`config.mk`:
```
export PLATFORM = sky130hd
export DESIGN_NAME = least_squares_line_fit_unit
export DESIGN_NICKNAME = d
export VERILOG_FILES = /design/src/hw/rtl/lslf_pkg.sv /design/src/hw/rtl/least_squares_line_fit_unit.sv /design/src/hw/rtl/lslf_mul.sv /design/src/hw/rtl/lslf_div.sv /design/src/hw/rtl/lslf_dp.sv /design/src/hw/rtl/lslf_ctrl.sv
export SDC_FILE = /design/constraint.sdc
export NUM_CORES = 2
export LEC_CHECK = 0
export ABC_AREA = 1
export BUFFER_PORTS_ARGS = -buffer_cell sky130_fd_sc_hd__buf_4
export CAP_MARGIN = 40
export CORE_MARGIN = 4
export CORE_UTILIZATION = 55
export CTS_CLUSTER_DIAMETER = 60
export DETAILED_ROUTE_END_ITERATION = 6
export GPL_TIMING_DRIVEN = 0
export PLACE_DENSITY = 0.82
export SLEW_MARGIN = 5
export SYNTH_ARGS = -nofsm -noshare
export SYNTH_HDL_FRONTEND = slang
export SYNTH_SLANG_ARGS = --single-unit
```
`constraint.sdc`:
```
create_clock -name clk -period 8 [get_ports clk]
set_clock_uncertainty 0.2 [all_clocks]
set_input_delay 0 -clock clk [delete_from_list [all_inputs] [get_ports clk]]
set_output_delay 0 -clock clk [all_outputs]
set_load 0.1 [all_outputs]
```
`src/hw/rtl/lslf_pkg.sv`:
```
// ----------------------------------------------------------------------------
// lslf_pkg
// Shared types and constants for the least-squares line fit unit: channel
// payloads, controller states, datapath command and status groups.
// ----------------------------------------------------------------------------
`default_nettype none

package lslf_pkg;

    localparam int SAMPLE_W  = 16;
    localparam int RESULT_W  = 32;
    localparam int FRAC_BITS = 16;

    localparam logic signed [RESULT_W-1:0] RESULT_MAX = 32'sh7FFF_FFFF;
    localparam logic signed [RESULT_W-1:0] RESULT_MIN = 32'sh8000_0000;

    typedef struct packed {
        logic signed [SAMPLE_W-1:0] x_value;
        logic signed [SAMPLE_W-1:0] y_value;
        logic                       last_pair;
    } pair_t;

    typedef struct packed {
        logic signed [RESULT_W-1:0] slope;
        logic signed [RESULT_W-1:0] intercept;
        logic                       degenerate;
        logic                       saturated;
    } fit_t;

    typedef enum logic [3:0] {
        ST_ACCUM,
        ST_MUL_XY,
        ST_DIV_XY,
        ST_MUL_XX,
        ST_DIV_XX,
        ST_TEST,
        ST_DIV_SLOPE,
        ST_MUL_SX,
        ST_DIV_ICPT,
        ST_DONE
    } fit_state_t;

    typedef enum logic [1:0] {
        MUL_XY,
        MUL_XX,
        MUL_SX
    } mul_op_t;

    typedef enum logic [1:0] {
        DIV_PROD_N,
        DIV_NUM_DEN,
        DIV_T_N
    } div_op_t;

    typedef enum logic [2:0] {
        CAP_NONE,
        CAP_NUM,
        CAP_DEN,
        CAP_SLOPE,
        CAP_T,
        CAP_ICPT
    } cap_t;

    typedef enum logic [1:0] {
        PH_IDLE,
        PH_RUN,
        PH_SIGN
    } unit_phase_t;

    typedef struct packed {
        logic    s1_load;
        logic    acc_en;
        logic    clear_sums;
        logic    mul_start;
        mul_op_t mul_op;
        logic    div_start;
        div_op_t div_op;
        cap_t    cap;
        logic    load_out;
    } dp_cmd_t;

    typedef struct packed {
        logic mul_done;
        logic div_done;
        logic den_zero;
    } dp_status_t;

endpackage

`default_nettype wire

```
`src/hw/rtl/least_squares_line_fit_unit.sv`:
```
// ----------------------------------------------------------------------------
// least_squares_line_fit_unit
// Fits y = a + b*x by least squares over a set of (x, y) pairs.
//
// The pair channel takes one pair per transfer (pair_valid high, pair_stall
// low). Ordinary pairs go through a product stage and into the running sums
// at one pair per cycle. A pair with last_pair set closes the set: once it
// has passed the product stage into the sums, the fit runs on one shared
// shift-add multiplier (one bit per cycle) and one shared restoring divider
// (one quotient bit per cycle). pair_stall stays high during the fit; a
// degenerate set stops after the denominator.
// The fit channel carries one result per set from an output register; the
// next set is accepted while that result waits, and a further fit holds in
// its last state until the receiver lifts fit_stall.
// Reset clears the sums and drops any pending result. Pairs beyond MAX_PAIRS
// in one set are left out of the sums.
// ----------------------------------------------------------------------------
`default_nettype none

module least_squares_line_fit_unit
    import lslf_pkg::*;
#(
    parameter int MAX_PAIRS = 4096
)
(
    input  wire logic   clk,
    input  wire logic   rst_n,
    input  wire logic   pair_valid,
    output logic        pair_stall,
    input  wire pair_t  pair,
    output logic        fit_valid,
    input  wire logic   fit_stall,
    output fit_t        fit
);

    dp_cmd_t    cmd;
    dp_status_t status;

    lslf_ctrl u_ctrl (
        .clk        (clk),
        .rst_n      (rst_n),
        .pair_valid (pair_valid),
        .pair_last  (pair.last_pair),
        .pair_stall (pair_stall),
        .fit_valid  (fit_valid),
        .fit_stall  (fit_stall),
        .status     (status),
        .cmd        (cmd)
    );

    lslf_dp #(
        .MAX_PAIRS (MAX_PAIRS)
    ) u_dp (
        .clk    (clk),
        .rst_n  (rst_n),
        .pair   (pair),
        .cmd    (cmd),
        .status (status),
        .fit    (fit)
    );

endmodule

`default_nettype wire

```
`src/hw/rtl/lslf_mul.sv`:
```
// ----------------------------------------------------------------------------
// lslf_mul
// Signed shift-and-add multiplier: one bit of operand b per cycle on
// magnitudes, then a final step to apply the sign.
// ----------------------------------------------------------------------------
`default_nettype none

module lslf_mul
    import lslf_pkg::*;
#(
    parameter int AW = 32,
    parameter int BW = 29
)
(
    input  wire logic                    clk,
    input  wire logic                    rst_n,
    input  wire logic                    start,
    input  wire logic signed [AW-1:0]    a,
    input  wire logic signed [BW-1:0]    b,
    output logic                         done,
    output logic signed [AW+BW:0]        product
);

    localparam int CNTW = $clog2(BW);

    unit_phase_t              phase_reg, phase_next;
    logic [CNTW-1:0]          cnt_reg, cnt_next;
    logic [AW-1:0]            a_mag_reg, a_mag_next;
    logic [AW+BW-1:0]         acc_reg, acc_next;
    logic                     neg_reg, neg_next;
    logic                     done_reg, done_next;
    logic signed [AW+BW:0]    product_reg, product_next;

    logic [AW-1:0]            a_u, a_mag;
    logic [BW-1:0]            b_u, b_mag;
    logic [AW:0]              hi_sum;
    logic [AW+BW-1:0]         step_acc;
    logic [AW+BW:0]           ext;

    always_comb
    begin
        a_u      = a;
        b_u      = b;
        a_mag    = a[AW-1] ? (~a_u + AW'(1)) : a_u;
        b_mag    = b[BW-1] ? (~b_u + BW'(1)) : b_u;
        hi_sum   = {1'b0, acc_reg[AW+BW-1:BW]} + {1'b0, a_mag_reg};
        step_acc = acc_reg[0] ? {hi_sum, acc_reg[BW-1:1]} : {1'b0, acc_reg[AW+BW-1:1]};
        ext      = {1'b0, acc_reg};
    end

    always_comb
    begin
        phase_next   = phase_reg;
        cnt_next     = cnt_reg;
        a_mag_next   = a_mag_reg;
        acc_next     = acc_reg;
        neg_next     = neg_reg;
        done_next    = 1'b0;
        product_next = product_reg;
        case (phase_reg)
            PH_IDLE:
            begin
                if (start)
                begin
                    phase_next = PH_RUN;
                    cnt_next   = CNTW'(BW - 1);
                    a_mag_next = a_mag;
                    acc_next   = {{AW{1'b0}}, b_mag};
                    neg_next   = a[AW-1] ^ b[BW-1];
                end
            end
            PH_RUN:
            begin
                acc_next = step_acc;
                if (cnt_reg == '0)
                begin
                    phase_next = PH_SIGN;
                end
                else
                begin
                    cnt_next = cnt_reg - 1'b1;
                end
            end
            PH_SIGN:
            begin
                product_next = neg_reg ? signed'(~ext + 1'b1) : signed'(ext);
                done_next    = 1'b1;
                phase_next   = PH_IDLE;
            end
            default:
            begin
                phase_next = PH_IDLE;
            end
        endcase
    end

    always_ff @(posedge clk or negedge rst_n)
    begin
        if (!rst_n)
        begin
            phase_reg <= PH_IDLE;
            cnt_reg   <= '0;
            done_reg  <= 1'b0;
        end
        else
        begin
            phase_reg <= phase_next;
            cnt_reg   <= cnt_next;
            done_reg  <= done_next;
        end
    end

    always_ff @(posedge clk)
    begin
        a_mag_reg   <= a_mag_next;
        acc_reg     <= acc_next;
        neg_reg     <= neg_next;
        product_reg <= product_next;
    end

    assign done    = done_reg;
    assign product = product_reg;

endmodule

`default_nettype wire

```
`src/hw/rtl/lslf_div.sv`:
```
// ----------------------------------------------------------------------------
// lslf_div
// Signed restoring divider, truncating toward zero: one quotient bit per
// cycle on magnitudes, then a final step to apply the sign.
// ----------------------------------------------------------------------------
`default_nettype none

module lslf_div
    import lslf_pkg::*;
#(
    parameter int NDW = 63,
    parameter int DSW = 46
)
(
    input  wire logic                    clk,
    input  wire logic                    rst_n,
    input  wire logic                    start,
    input  wire logic signed [NDW-1:0]   dividend,
    input  wire logic signed [DSW-1:0]   divisor,
    output logic                         done,
    output logic signed [NDW:0]          quotient
);

    localparam int CNTW = $clog2(NDW);

    unit_phase_t            phase_reg, phase_next;
    logic [CNTW-1:0]        cnt_reg, cnt_next;
    logic [NDW-1:0]         dvd_reg, dvd_next;
    logic [DSW-1:0]         rem_reg, rem_next;
    logic [DSW-1:0]         dsr_reg, dsr_next;
    logic                   neg_reg, neg_next;
    logic                   done_reg, done_next;
    logic signed [NDW:0]    quot_reg, quot_next;

    logic [NDW-1:0]         n_u, n_mag;
    logic [DSW-1:0]         d_u, d_mag;
    logic [DSW:0]           trial, diff;
    logic                   qbit;
    logic [NDW:0]           ext;

    always_comb
    begin
        n_u   = dividend;
        d_u   = divisor;
        n_mag = dividend[NDW-1] ? (~n_u + NDW'(1)) : n_u;
        d_mag = divisor[DSW-1] ? (~d_u + DSW'(1)) : d_u;
        trial = {rem_reg, dvd_reg[NDW-1]};
        diff  = trial - {1'b0, dsr_reg};
        // no borrow means the partial remainder covers the divisor
        qbit  = ~diff[DSW];
        ext   = {1'b0, dvd_reg};
    end

    always_comb
    begin
        phase_next = phase_reg;
        cnt_next   = cnt_reg;
        dvd_next   = dvd_reg;
        rem_next   = rem_reg;
        dsr_next   = dsr_reg;
        neg_next   = neg_reg;
        done_next  = 1'b0;
        quot_next  = quot_reg;
        case (phase_reg)
            PH_IDLE:
            begin
                if (start)
                begin
                    phase_next = PH_RUN;
                    cnt_next   = CNTW'(NDW - 1);
                    dvd_next   = n_mag;
                    rem_next   = '0;
                    dsr_next   = d_mag;
                    neg_next   = dividend[NDW-1] ^ divisor[DSW-1];
                end
            end
            PH_RUN:
            begin
                rem_next = qbit ? diff[DSW-1:0] : trial[DSW-1:0];
                dvd_next = {dvd_reg[NDW-2:0], qbit};
                if (cnt_reg == '0)
                begin
                    phase_next = PH_SIGN;
                end
                else
                begin
                    cnt_next = cnt_reg - 1'b1;
                end
            end
            PH_SIGN:
            begin
                quot_next  = neg_reg ? signed'(~ext + 1'b1) : signed'(ext);
                done_next  = 1'b1;
                phase_next = PH_IDLE;
            end
            default:
            begin
                phase_next = PH_IDLE;
            end
        endcase
    end

    always_ff @(posedge clk or negedge rst_n)
    begin
        if (!rst_n)
        begin
            phase_reg <= PH_IDLE;
            cnt_reg   <= '0;
            done_reg  <= 1'b0;
        end
        else
        begin
            phase_reg <= phase_next;
            cnt_reg   <= cnt_next;
            done_reg  <= done_next;
        end
    end

    always_ff @(posedge clk)
    begin
        dvd_reg  <= dvd_next;
        rem_reg  <= rem_next;
        dsr_reg  <= dsr_next;
        neg_reg  <= neg_next;
        quot_reg <= quot_next;
    end

    assign done     = done_reg;
    assign quotient = quot_reg;

endmodule

`default_nettype wire

```
`src/hw/rtl/lslf_dp.sv`:
```
// ----------------------------------------------------------------------------
// lslf_dp
// Datapath: product stage, running sums, shared multiplier and divider,
// fit intermediates and the result register.
// ----------------------------------------------------------------------------
`default_nettype none

module lslf_dp
    import lslf_pkg::*;
#(
    parameter int MAX_PAIRS = 4096
)
(
    input  wire logic       clk,
    input  wire logic       rst_n,
    input  wire pair_t      pair,
    input  wire dp_cmd_t    cmd,
    output dp_status_t      status,
    output fit_t            fit
);

    localparam int CW  = $clog2(MAX_PAIRS + 1);
    localparam int SW  = SAMPLE_W + CW;
    localparam int PW  = 2 * SAMPLE_W + CW;
    localparam int NW  = PW + 1;
    localparam int MA  = (SW > RESULT_W) ? SW : RESULT_W;
    localparam int PRW = MA + SW + 1;
    localparam int DDW = (PRW + 1 > NW + FRAC_BITS) ? PRW + 1 : NW + FRAC_BITS;
    localparam int DSW = NW;

    // product stage
    logic signed [SAMPLE_W-1:0]   x_s1_reg, x_s1_next;
    logic signed [SAMPLE_W-1:0]   y_s1_reg, y_s1_next;
    logic signed [RESULT_W-1:0]   xx_s1_reg, xx_s1_next;
    logic signed [RESULT_W-1:0]   xy_s1_reg, xy_s1_next;

    // running sums
    logic [CW-1:0]                count_reg, count_next;
    logic signed [SW-1:0]         sum_x_reg, sum_x_next;
    logic signed [SW-1:0]         sum_y_reg, sum_y_next;
    logic signed [PW-1:0]         sum_xx_reg, sum_xx_next;
    logic signed [PW-1:0]         sum_xy_reg, sum_xy_next;

    // fit intermediates
    logic signed [NW-1:0]         num_reg, num_next;
    logic signed [NW-1:0]         den_reg, den_next;
    logic signed [RESULT_W-1:0]   slope_reg, slope_next;
    logic signed [RESULT_W-1:0]   icpt_reg, icpt_next;
    logic signed [DDW-1:0]        t_reg, t_next;
    logic                         sat_reg, sat_next;
    fit_t                         fit_reg, fit_next;

    logic                         count_full;
    logic signed [MA-1:0]         mul_a;
    logic signed [SW-1:0]         mul_b;
    logic                         mul_done;
    logic signed [PRW-1:0]        mul_p;
    logic signed [DDW-1:0]        div_n;
    logic signed [DSW-1:0]        div_d;
    logic                         div_done;
    logic signed [DDW:0]          div_q;
    logic signed [NW+FRAC_BITS-1:0] num_shift;
    logic signed [SW+FRAC_BITS-1:0] sy_shift;
    logic [DDW-RESULT_W+1:0]      q_top;
    logic                         clip_hit;
    logic signed [RESULT_W-1:0]   clip_val;
    logic                         den_zero;

    assign count_full = (count_reg == CW'(MAX_PAIRS));
    assign num_shift  = {num_reg, {FRAC_BITS{1'b0}}};
    assign sy_shift   = {sum_y_reg, {FRAC_BITS{1'b0}}};
    assign den_zero   = (den_reg == '0);

    // saturate the divider result to the 32-bit result range
    always_comb
    begin
        q_top    = div_q[DDW:RESULT_W-1];
        clip_hit = ~((&q_top) | ~(|q_top));
        if (!clip_hit)
        begin
            clip_val = div_q[RESULT_W-1:0];
        end
        else if (div_q[DDW])
        begin
            clip_val = RESULT_MIN;
        end
        else
        begin
            clip_val = RESULT_MAX;
        end
    end

    always_comb
    begin
        case (cmd.mul_op)
            MUL_XY:
            begin
                mul_a = MA'(sum_x_reg);
                mul_b = sum_y_reg;
            end
            MUL_SX:
            begin
                mul_a = MA'(slope_reg);
                mul_b = sum_x_reg;
            end
            default:
            begin
                mul_a = MA'(sum_x_reg);
                mul_b = sum_x_reg;
            end
        endcase
        case (cmd.div_op)
            DIV_NUM_DEN:
            begin
                div_n = DDW'(num_shift);
                div_d = den_reg;
            end
            DIV_T_N:
            begin
                div_n = t_reg;
                div_d = DSW'({1'b0, count_reg});
            end
            default:
            begin
                div_n = DDW'(mul_p);
                div_d = DSW'({1'b0, count_reg});
            end
        endcase
    end

    lslf_mul #(
        .AW (MA),
        .BW (SW)
    ) u_mul (
        .clk     (clk),
        .rst_n   (rst_n),
        .start   (cmd.mul_start),
        .a       (mul_a),
        .b       (mul_b),
        .done    (mul_done),
        .product (mul_p)
    );

    lslf_div #(
        .NDW (DDW),
        .DSW (DSW)
    ) u_div (
        .clk      (clk),
        .rst_n    (rst_n),
        .start    (cmd.div_start),
        .dividend (div_n),
        .divisor  (div_d),
        .done     (div_done),
        .quotient (div_q)
    );

    always_comb
    begin
        x_s1_next  = x_s1_reg;
        y_s1_next  = y_s1_reg;
        xx_s1_next = xx_s1_reg;
        xy_s1_next = xy_s1_reg;
        if (cmd.s1_load)
        begin
            x_s1_next  = pair.x_value;
            y_s1_next  = pair.y_value;
            xx_s1_next = RESULT_W'(pair.x_value) * RESULT_W'(pair.x_value);
            xy_s1_next = RESULT_W'(pair.x_value) * RESULT_W'(pair.y_value);
        end
    end

    always_comb
    begin
        count_next  = count_reg;
        sum_x_next  = sum_x_reg;
        sum_y_next  = sum_y_reg;
        sum_xx_next = sum_xx_reg;
        sum_xy_next = sum_xy_reg;
        if (cmd.clear_sums)
        begin
            count_next  = '0;
            sum_x_next  = '0;
            sum_y_next  = '0;
            sum_xx_next = '0;
            sum_xy_next = '0;
        end
        else if (cmd.acc_en && !count_full)
        begin
            count_next  = count_reg + 1'b1;
            sum_x_next  = sum_x_reg + SW'(x_s1_reg);
            sum_y_next  = sum_y_reg + SW'(y_s1_reg);
            sum_xx_next = sum_xx_reg + PW'(xx_s1_reg);
            sum_xy_next = sum_xy_reg + PW'(xy_s1_reg);
        end
    end

    always_comb
    begin
        num_next   = num_reg;
        den_next   = den_reg;
        slope_next = slope_reg;
        icpt_next  = icpt_reg;
        t_next     = t_reg;
        sat_next   = sat_reg;
        case (cmd.cap)
            CAP_NUM:   num_next = NW'(sum_xy_reg) - NW'(div_q);
            CAP_DEN:   den_next = NW'(sum_xx_reg) - NW'(div_q);
            CAP_SLOPE:
            begin
                slope_next = clip_val;
                sat_next   = clip_hit;
            end
            CAP_T:     t_next = DDW'(sy_shift) - DDW'(mul_p);
            CAP_ICPT:
            begin
                icpt_next = clip_val;
                sat_next  = sat_reg | clip_hit;
            end
            default:   ;
        endcase
    end

    always_comb
    begin
        fit_next = fit_reg;
        if (cmd.load_out)
        begin
            fit_next.degenerate = den_zero;
            fit_next.slope      = den_zero ? '0 : slope_reg;
            fit_next.intercept  = den_zero ? '0 : icpt_reg;
            fit_next.saturated  = den_zero ? 1'b0 : sat_reg;
        end
    end

    always_ff @(posedge clk or negedge rst_n)
    begin
        if (!rst_n)
        begin
            count_reg  <= '0;
            sum_x_reg  <= '0;
            sum_y_reg  <= '0;
            sum_xx_reg <= '0;
            sum_xy_reg <= '0;
        end
        else
        begin
            count_reg  <= count_next;
            sum_x_reg  <= sum_x_next;
            sum_y_reg  <= sum_y_next;
            sum_xx_reg <= sum_xx_next;
            sum_xy_reg <= sum_xy_next;
        end
    end

    always_ff @(posedge clk)
    begin
        x_s1_reg  <= x_s1_next;
        y_s1_reg  <= y_s1_next;
        xx_s1_reg <= xx_s1_next;
        xy_s1_reg <= xy_s1_next;
        num_reg   <= num_next;
        den_reg   <= den_next;
        slope_reg <= slope_next;
        icpt_reg  <= icpt_next;
        t_reg     <= t_next;
        sat_reg   <= sat_next;
        fit_reg   <= fit_next;
    end

    assign status.mul_done = mul_done;
    assign status.div_done = div_done;
    assign status.den_zero = den_zero;
    assign fit             = fit_reg;

endmodule

`default_nettype wire

```
`src/hw/rtl/lslf_ctrl.sv`:
```
// ----------------------------------------------------------------------------
// lslf_ctrl
// Controller: input handshake, product stage valid, fit sequencing over the
// shared multiplier and divider, and the result register valid.
// ----------------------------------------------------------------------------
`default_nettype none

module lslf_ctrl
    import lslf_pkg::*;
(
    input  wire logic        clk,
    input  wire logic        rst_n,
    input  wire logic        pair_valid,
    input  wire logic        pair_last,
    output logic             pair_stall,
    output logic             fit_valid,
    input  wire logic        fit_stall,
    input  wire dp_status_t  status,
    output dp_cmd_t          cmd
);

    fit_state_t state_reg, state_next;
    logic       enter_reg, enter_next;
    logic       s1_valid_reg, s1_valid_next;
    logic       s1_last_reg, s1_last_next;
    logic       fit_valid_reg, fit_valid_next;

    logic       accept;
    logic       out_free;

    // hold off new pairs during the fit and while a closing pair is in the product stage
    assign pair_stall = (state_reg != ST_ACCUM) || (s1_valid_reg && s1_last_reg);
    assign accept     = pair_valid && !pair_stall;
    assign out_free   = !fit_valid_reg || !fit_stall;

    always_comb
    begin
        state_next = state_reg;
        case (state_reg)
            ST_ACCUM:
            begin
                if (s1_valid_reg && s1_last_reg)
                begin
                    state_next = ST_MUL_XY;
                end
            end
            ST_MUL_XY:    if (status.mul_done) state_next = ST_DIV_XY;
            ST_DIV_XY:    if (status.div_done) state_next = ST_MUL_XX;
            ST_MUL_XX:    if (status.mul_done) state_next = ST_DIV_XX;
            ST_DIV_XX:    if (status.div_done) state_next = ST_TEST;
            ST_TEST:      state_next = status.den_zero ? ST_DONE : ST_DIV_SLOPE;
            ST_DIV_SLOPE: if (status.div_done) state_next = ST_MUL_SX;
            ST_MUL_SX:    if (status.mul_done) state_next = ST_DIV_ICPT;
            ST_DIV_ICPT:  if (status.div_done) state_next = ST_DONE;
            ST_DONE:      if (out_free) state_next = ST_ACCUM;
            default:      state_next = ST_ACCUM;
        endcase
    end

    always_comb
    begin
        cmd            = '0;
        cmd.mul_op     = MUL_XY;
        cmd.div_op     = DIV_PROD_N;
        cmd.cap        = CAP_NONE;
        s1_valid_next  = 1'b0;
        s1_last_next   = 1'b0;
        fit_valid_next = fit_valid_reg && fit_stall;
        case (state_reg)
            ST_ACCUM:
            begin
                cmd.s1_load   = accept;
                cmd.acc_en    = s1_valid_reg;
                s1_valid_next = accept;
                s1_last_next  = accept && pair_last;
            end
            ST_MUL_XY:
            begin
                cmd.mul_start = enter_reg;
                cmd.mul_op    = MUL_XY;
            end
            ST_DIV_XY:
            begin
                cmd.div_start = enter_reg;
                cmd.div_op    = DIV_PROD_N;
                cmd.cap       = status.div_done ? CAP_NUM : CAP_NONE;
            end
            ST_MUL_XX:
            begin
                cmd.mul_start = enter_reg;
                cmd.mul_op    = MUL_XX;
            end
            ST_DIV_XX:
            begin
                cmd.div_start = enter_reg;
                cmd.div_op    = DIV_PROD_N;
                cmd.cap       = status.div_done ? CAP_DEN : CAP_NONE;
            end
            ST_DIV_SLOPE:
            begin
                cmd.div_start = enter_reg;
                cmd.div_op    = DIV_NUM_DEN;
                cmd.cap       = status.div_done ? CAP_SLOPE : CAP_NONE;
            end
            ST_MUL_SX:
            begin
                cmd.mul_start = enter_reg;
                cmd.mul_op    = MUL_SX;
                cmd.cap       = status.mul_done ? CAP_T : CAP_NONE;
            end
            ST_DIV_ICPT:
            begin
                cmd.div_start = enter_reg;
                cmd.div_op    = DIV_T_N;
                cmd.cap       = status.div_done ? CAP_ICPT : CAP_NONE;
            end
            ST_DONE:
            begin
                cmd.load_out   = out_free;
                cmd.clear_sums = out_free;
                if (out_free)
                begin
                    fit_valid_next = 1'b1;
                end
            end
            default: ;
        endcase
    end

    // first cycle in a state launches that state's unit operation
    assign enter_next = (state_next != state_reg);

    always_ff @(posedge clk or negedge rst_n)
    begin
        if (!rst_n)
        begin
            state_reg     <= ST_ACCUM;
            enter_reg     <= 1'b0;
            s1_valid_reg  <= 1'b0;
            s1_last_reg   <= 1'b0;
            fit_valid_reg <= 1'b0;
        end
        else
        begin
            state_reg     <= state_next;
            enter_reg     <= enter_next;
            s1_valid_reg  <= s1_valid_next;
            s1_last_reg   <= s1_last_next;
            fit_valid_reg <= fit_valid_next;
        end
    end

    assign fit_valid = fit_valid_reg;

endmodule

`default_nettype wire
```
---- Word level (Yosys, flattened, before mapping) ----
Index checks and enable logic that the tools add are counted.
Widths: inputs -> output; s select.
operators by class
  add/sub/neg operators ................... 18
  reduce and logical (&&, ||, !) cells .... 34
  bitwise gates (word level) .............. 13
  eq/ne operators ......................... 29
  multiplexer cells ....................... 70
  multipliers ............................. 2
operators by type and width
  kind                   count
  $pmux 63 s2            2
  $mux 45                5
  $mux 63                3
  $mux 61                3
  $mux 29                6
  $mux 46                3
  $pmux 61 s2            1
  $mux 32                3
  $pmux 46 s2            1
  $sub 45x46->46         2
  $add 45x32->45         2
  $add 64x1->64 const B  1
  $mul 16x16->32         2
  $not 63->64            1
  $add 63x1->63 const B  1
  $not 63->63            1
  $sub 45x62->63         1
  $add 62x1->62 const B  1
  $not 61->62            1
  $add 29x16->29         2
  $sub 47x46->47         1
  $add 46x1->46 const B  1
  $logic_not 46->1       1
  $not 46->46            1
  other kinds (52)       120
word-level totals
  output and inout bits ................... 68
  register bits ........................... 944
  word-level logic and storage cells ...... 209
  input port bits ......................... 37

---- Depth between registers and ports, before layout ----
  depth after elaboration ................. 10
  depth in mapped cells ................... 29
  gate-level depth less buffers ........... 27

---- Hierarchy ----
From an unflattened synthesis, not the netlist that was laid out.
unflattened totals
  cells, all modules ...................... 13455
  area, all modules ....................... 94475.6 um2
modules (own cells, without submodules)
  module     instances  cells each  seq. area each (um2)  area each (um2)
  lslf_dp    1          8998        15439.8               63470.9
  lslf_div   1          2705        6831.6                18325.1
  lslf_mul   1          1662        4884.7                12091.6
  lslf_ctrl  1          90          200.2                 588.1

---- Least setup slack after synthesis ----
OpenSTA, ideal clock, no wires.
  kind .................................... register -> register
  from .................................... register u_ctrl.state_reg[3]
  to ...................................... register u_dp.x_s1_reg[10] (enable)
  required time ........................... 7.252 ns
  buffers on the path ..................... 0
  stages on the path, launching flop included .. 4
  clock period less this slack ............ 6.536 ns
  setup slack ............................. 1.464 ns
  arrival time ............................ 5.788 ns
  path through ............................ dfrtp_1 -> nor2_1 -> nand3_1 -> nor2_1
RTL lines
  what                    RTL line          RTL
  from (decl)             lslf_ctrl.sv:22   fit_state_t state_reg, state_next;
  from (signal assigned)  lslf_ctrl.sv:145  state_reg <= state_next;
  to (signal assigned)    lslf_dp.sv:257    x_s1_reg <= x_s1_next;
  to (decl)               lslf_dp.sv:32     logic signed [SAMPLE_W-1:0] x_s1_reg, x_s1_next;

---- Worst setup path in the final report ----
  from .................................... input pair[32] in the netlist's numbering
  to ...................................... register u_dp.xx_s1_reg[31], data pin
on the way
  word-level cells in the longest chain between the ends .. 1
ends and longest elaborated chain
  what                  RTL line                           RTL
  from (decl)           least_squares_line_fit_unit.sv:30  input wire pair_t pair,
  $mul 16x16->32        lslf_dp.sv:167                     xx_s1_next = RESULT_W'(pair.x_value) * RESULT_W'(pair.x_value);
  to (signal assigned)  lslf_dp.sv:259                     xx_s1_reg <= xx_s1_next;
  to (decl)             lslf_dp.sv:34                      logic signed [RESULT_W-1:0] xx_s1_reg, xx_s1_next;
No other way between the ends.
A chain may end at the register's enable or synchronous reset.

==> qor.yml <==
status: "finished with violations"
violations: "DRC"
grt_usage_pct: 39.94
layout.cells.non_filler: 14820
finalSetupViolCount: 0
power_mw: 49.72
crit_chain: "dlygate4sd3_1 -> buf_4 -> clkbuf_1 -> clkbuf_1 -> nand2_1 -> fa_1 -> fa_1 -> inv_1 -> fa_1 -> inv_1 -> fa_1 -> inv_1 -> fa_1 -> inv_1 -> fa_1 -> inv_1 -> ha_1 -> nand2_1 -> nor2_1 -> nand4_1 -> or2_2 -> nand3_1 -> xor2_1"
clockBufferDepth: 3
hold_class: "input port to asynchronous set/reset pin"
largest_reg_flops: 66
cp-end-kind: "flip-flop"
rsz0062_at_grt: "no"
r2r-end: "u_dp.u_div.dvd_reg[52]"
dr.pass1.iters: 7
totalWireLength_um: 346000
htree_levels: 3
via_per_inst: 5.826
ys.flop_type: "edfxtp_1"
path_common_cell: "fa_1"
port_buffers: 104
dp_slack_ns: 0.5051
coreArea_sq_um: 163000
dp.cells: 14520
cts_tree: "built"
powerDensity_nw_per_um2: 500.9
post-route-drc-count: 2
antenna_found_initial: 14
cts_root_buf: "clkbuf_16"
synth_edf_count: 756
areaGrowthSynthToFinish_pct: 9.931
num_rows: 148
first_global_vias: 81410
drive_above_1_share_pct: 4.282
critPathSlowestCell: "fa_1"
post-route-min-period_ns: 7.396
initial_core_util_pct: 55.41
worst_path_largest_cell_delay_ns: 0.71
yosysWarnings: 0
slew_headroom_pct: 33.17
r2r_setup_slack_ns: 3.27
numClockSinks: 942
period_share_pct: 92.45
syn-num-nets: 13300
p_leak_nw: 47.63
gp_congestion: 1.093
worst_ep_arrival_time_ns: 7.72
syn_area_sq_um: 90290
crit_buf_inv: 9
wl_per_cell_um: 23.36
drv_slew: 0
ant_nets: 0
clkLatencyLatePin_ns: 0.80
synth_cells: 12210
synthArstFlopShare_pct: 19.75
crit_fanout: 10
layout_commonest_cell: "nand2_1"
clk_pin_slew_ns: 0.06
grt_max_degree: 85
grt_pass1_wl_um: 507200
crit_family: "adder cells"
post_cts_resized: 0
post-dp-hpwl_um: 287900
die_area_sq_um: 170700
tightestPinTransition_ns: 1.002
fin_ws_ns: 0.6043
fp.dieW_um: 413.2
path_class: "input port to flip-flop"
drt-initial-drc-count: 10570
cp-start-kind: "input port"
cts_buffers: 112
multiInputGateArea_sq_um: 53690
fill_cells: 15100
r2r_cells: 20
final_cell_mix: "nand2_1, inv_1, nor2_1"
cp.required_ns: 8.32
max_freq_mhz: 135.2
fin_nets: 13620
vias: 86310
max-vdd-ir-drop_mv: 0.7663
ff_latch_area_sq_um: 27360
r2r_start: "u_ctrl.state_reg[3]"
synth_seq_cells: 942
max_cap_viol_count: 0
netlist-cell-type-count: 62
synth-seq-area-share_pct: 30.30
ioPinCount: 105
avgSynthCellArea_sq_um: 7.396
hold_viol_final: 0
fp.dieH_um: 413.2
grt-ovfl-total: 0
==> synth_stat cells (12+ instances only) <==
| cell | instances | area share (%) |
|---|---|---|
| buf_6 | 14 | 0.17 |
| clkbuf_1 | 164 | 0.68 |
| nand3b_1 | 37 | 0.31 |
| or2_2 | 20 | 0.14 |
| xor2_1 | 323 | 3.1 |
| inv_1 | 2134 | 8.9 |
| a21boi_0 | 30 | 0.25 |
| o21ai_0 | 654 | 3.6 |
| nand2_2 | 16 | 0.11 |
| o21ai_2 | 25 | 0.24 |
| dfrtp_1 | 186 | 5.2 |
| ha_1 | 544 | 7.5 |
| o22ai_1 | 12 | 0.083 |
| buf_2 | 55 | 0.30 |
| nor2_1 | 1355 | 5.6 |
| xnor2_1 | 132 | 1.3 |
| o211ai_1 | 35 | 0.29 |
| o21a_1 | 30 | 0.25 |
| buf_1 | 18 | 0.075 |
| edfxtp_1 | 756 | 25 |
| nor4_1 | 53 | 0.37 |
| and3_1 | 15 | 0.10 |
| nand2_1 | 3093 | 13 |
| a21oi_1 | 622 | 3.4 |
| o21bai_1 | 66 | 0.55 |
| nand4_1 | 190 | 1.3 |
| inv_2 | 21 | 0.087 |
| nand3_1 | 643 | 3.6 |
| o21ai_1 | 72 | 0.40 |
| a31oi_1 | 56 | 0.39 |
| a21o_1 | 67 | 0.56 |
| nor2_2 | 18 | 0.12 |
| nor3_1 | 149 | 0.83 |
| fa_1 | 506 | 11 |
==> area by class of cell <==
class	instances	share of cell area [%]
Clock inverter	76	1.053
Sequential cell	942	27.56
Antenna cell	6	0.01513
Buffer	263	1.224
Timing Repair Buffer	215	2.201
Inverter	2158	8.162
Tap cell	2175	2.742
Multi-Input combinational cell	8845	54.09
Clock buffer	135	2.952
==> routing by layer <==
| metal | vias to the layer above | part of all wire, % | GRT usage (%) |
|---|---|---|---|
| li1 | 39830 | - | - |
| met1 | 40690 | 40 | 54.75 |
| met2 | 4874 | 42 | 59.34 |
| met3 | 907 | 11 | 8.411 |
| met4 | 4 | 6.5 | 21.46 |
| met5 | - | 0.0078 | 0 |
==> worst max path at each step <==
| stage | start | end | cells past startpoint |
|---|---|---|---|
| global route | pair[32] | u_dp.xy_s1_reg[31] | 22 |
| detailed placement | pair[32] | u_dp.xy_s1_reg[31] | 21 |
| CTS | pair[32] | u_dp.xy_s1_reg[31] | 20 |
| global placement | u_ctrl.state_reg[3] | u_dp.xy_s1_reg[26] | 3 |
| floorplan | u_ctrl.state_reg[3] | u_dp.x_s1_reg[10] | 3 |
| finish | pair[32] | u_dp.xx_s1_reg[31] | 23 |
==> power breakdown <==
group          internal, mW  switching [mW]
Clock                  3.21            2.31
Combinational          11.3            23.2
Sequential             7.90            1.80
Total                  22.4            27.3
==> kinds of logic (layout without fill, tap and decap cells) <==
kind of cell / count (synthesis) / in the layout / share of synthesized area [%]
compound gates: 1708 / 1708 / 10.44
other cells: 0 / 6 / 0
xor+xnor: 455 / 455 / 4.413
mux: 3 / 3 / 0.03464
simple gates: 5629 / 5629 / 25.74
fa+ha+maj: 1050 / 1050 / 18.76
buf+inv: 2421 / 2847 / 10.32
flops: 942 / 942 / 30.30
==> worst reg2reg max path, stage by stage, from the launching register on <==
cell and delay (ns):
dfrtp_1 0.48, nor2_4 0.24, nand3_1 0.30, ha_1 0.46, buf_4 0.20, nand2_1 0.11, o21ai_0 0.60, inv_1 0.20
ha_1 0.28, nand3_1 0.09, nor2_1 0.05, nand3_1 0.15, inv_1 0.09, nand2_1 0.21, nor2_1 0.13, nand2_1 0.08
nand2_1 0.12, nand2_1 0.09, nand2_1 0.05, nand3_1 0.18, o21ai_0 0.14
==> timing repair <==
action | 4_1_cts | 5_1_grt
hold endpoints to repair | 342 | 0
setup buffers | 0 | 0
hold buffers | 74 | 0
==> metrics by stage <==
stage / cell area, sq um / util, % / hold WS, ns / TNS (ns)
after floorplan: 90290 / - / -0.4956 / 0
after global placement: 93800 / 57.56 / 0.01717 / -32.09
after detailed placement: 94520 / 58.00 / -0.3217 / 0
after CTS: 99250 / 60.90 / 0.005633 / 0
after global routing: 99250 / 60.90 / 0.07339 / 0
final: 99260 / 60.91 / 0.04679 / 0
(Power assumes the default switching activity.)
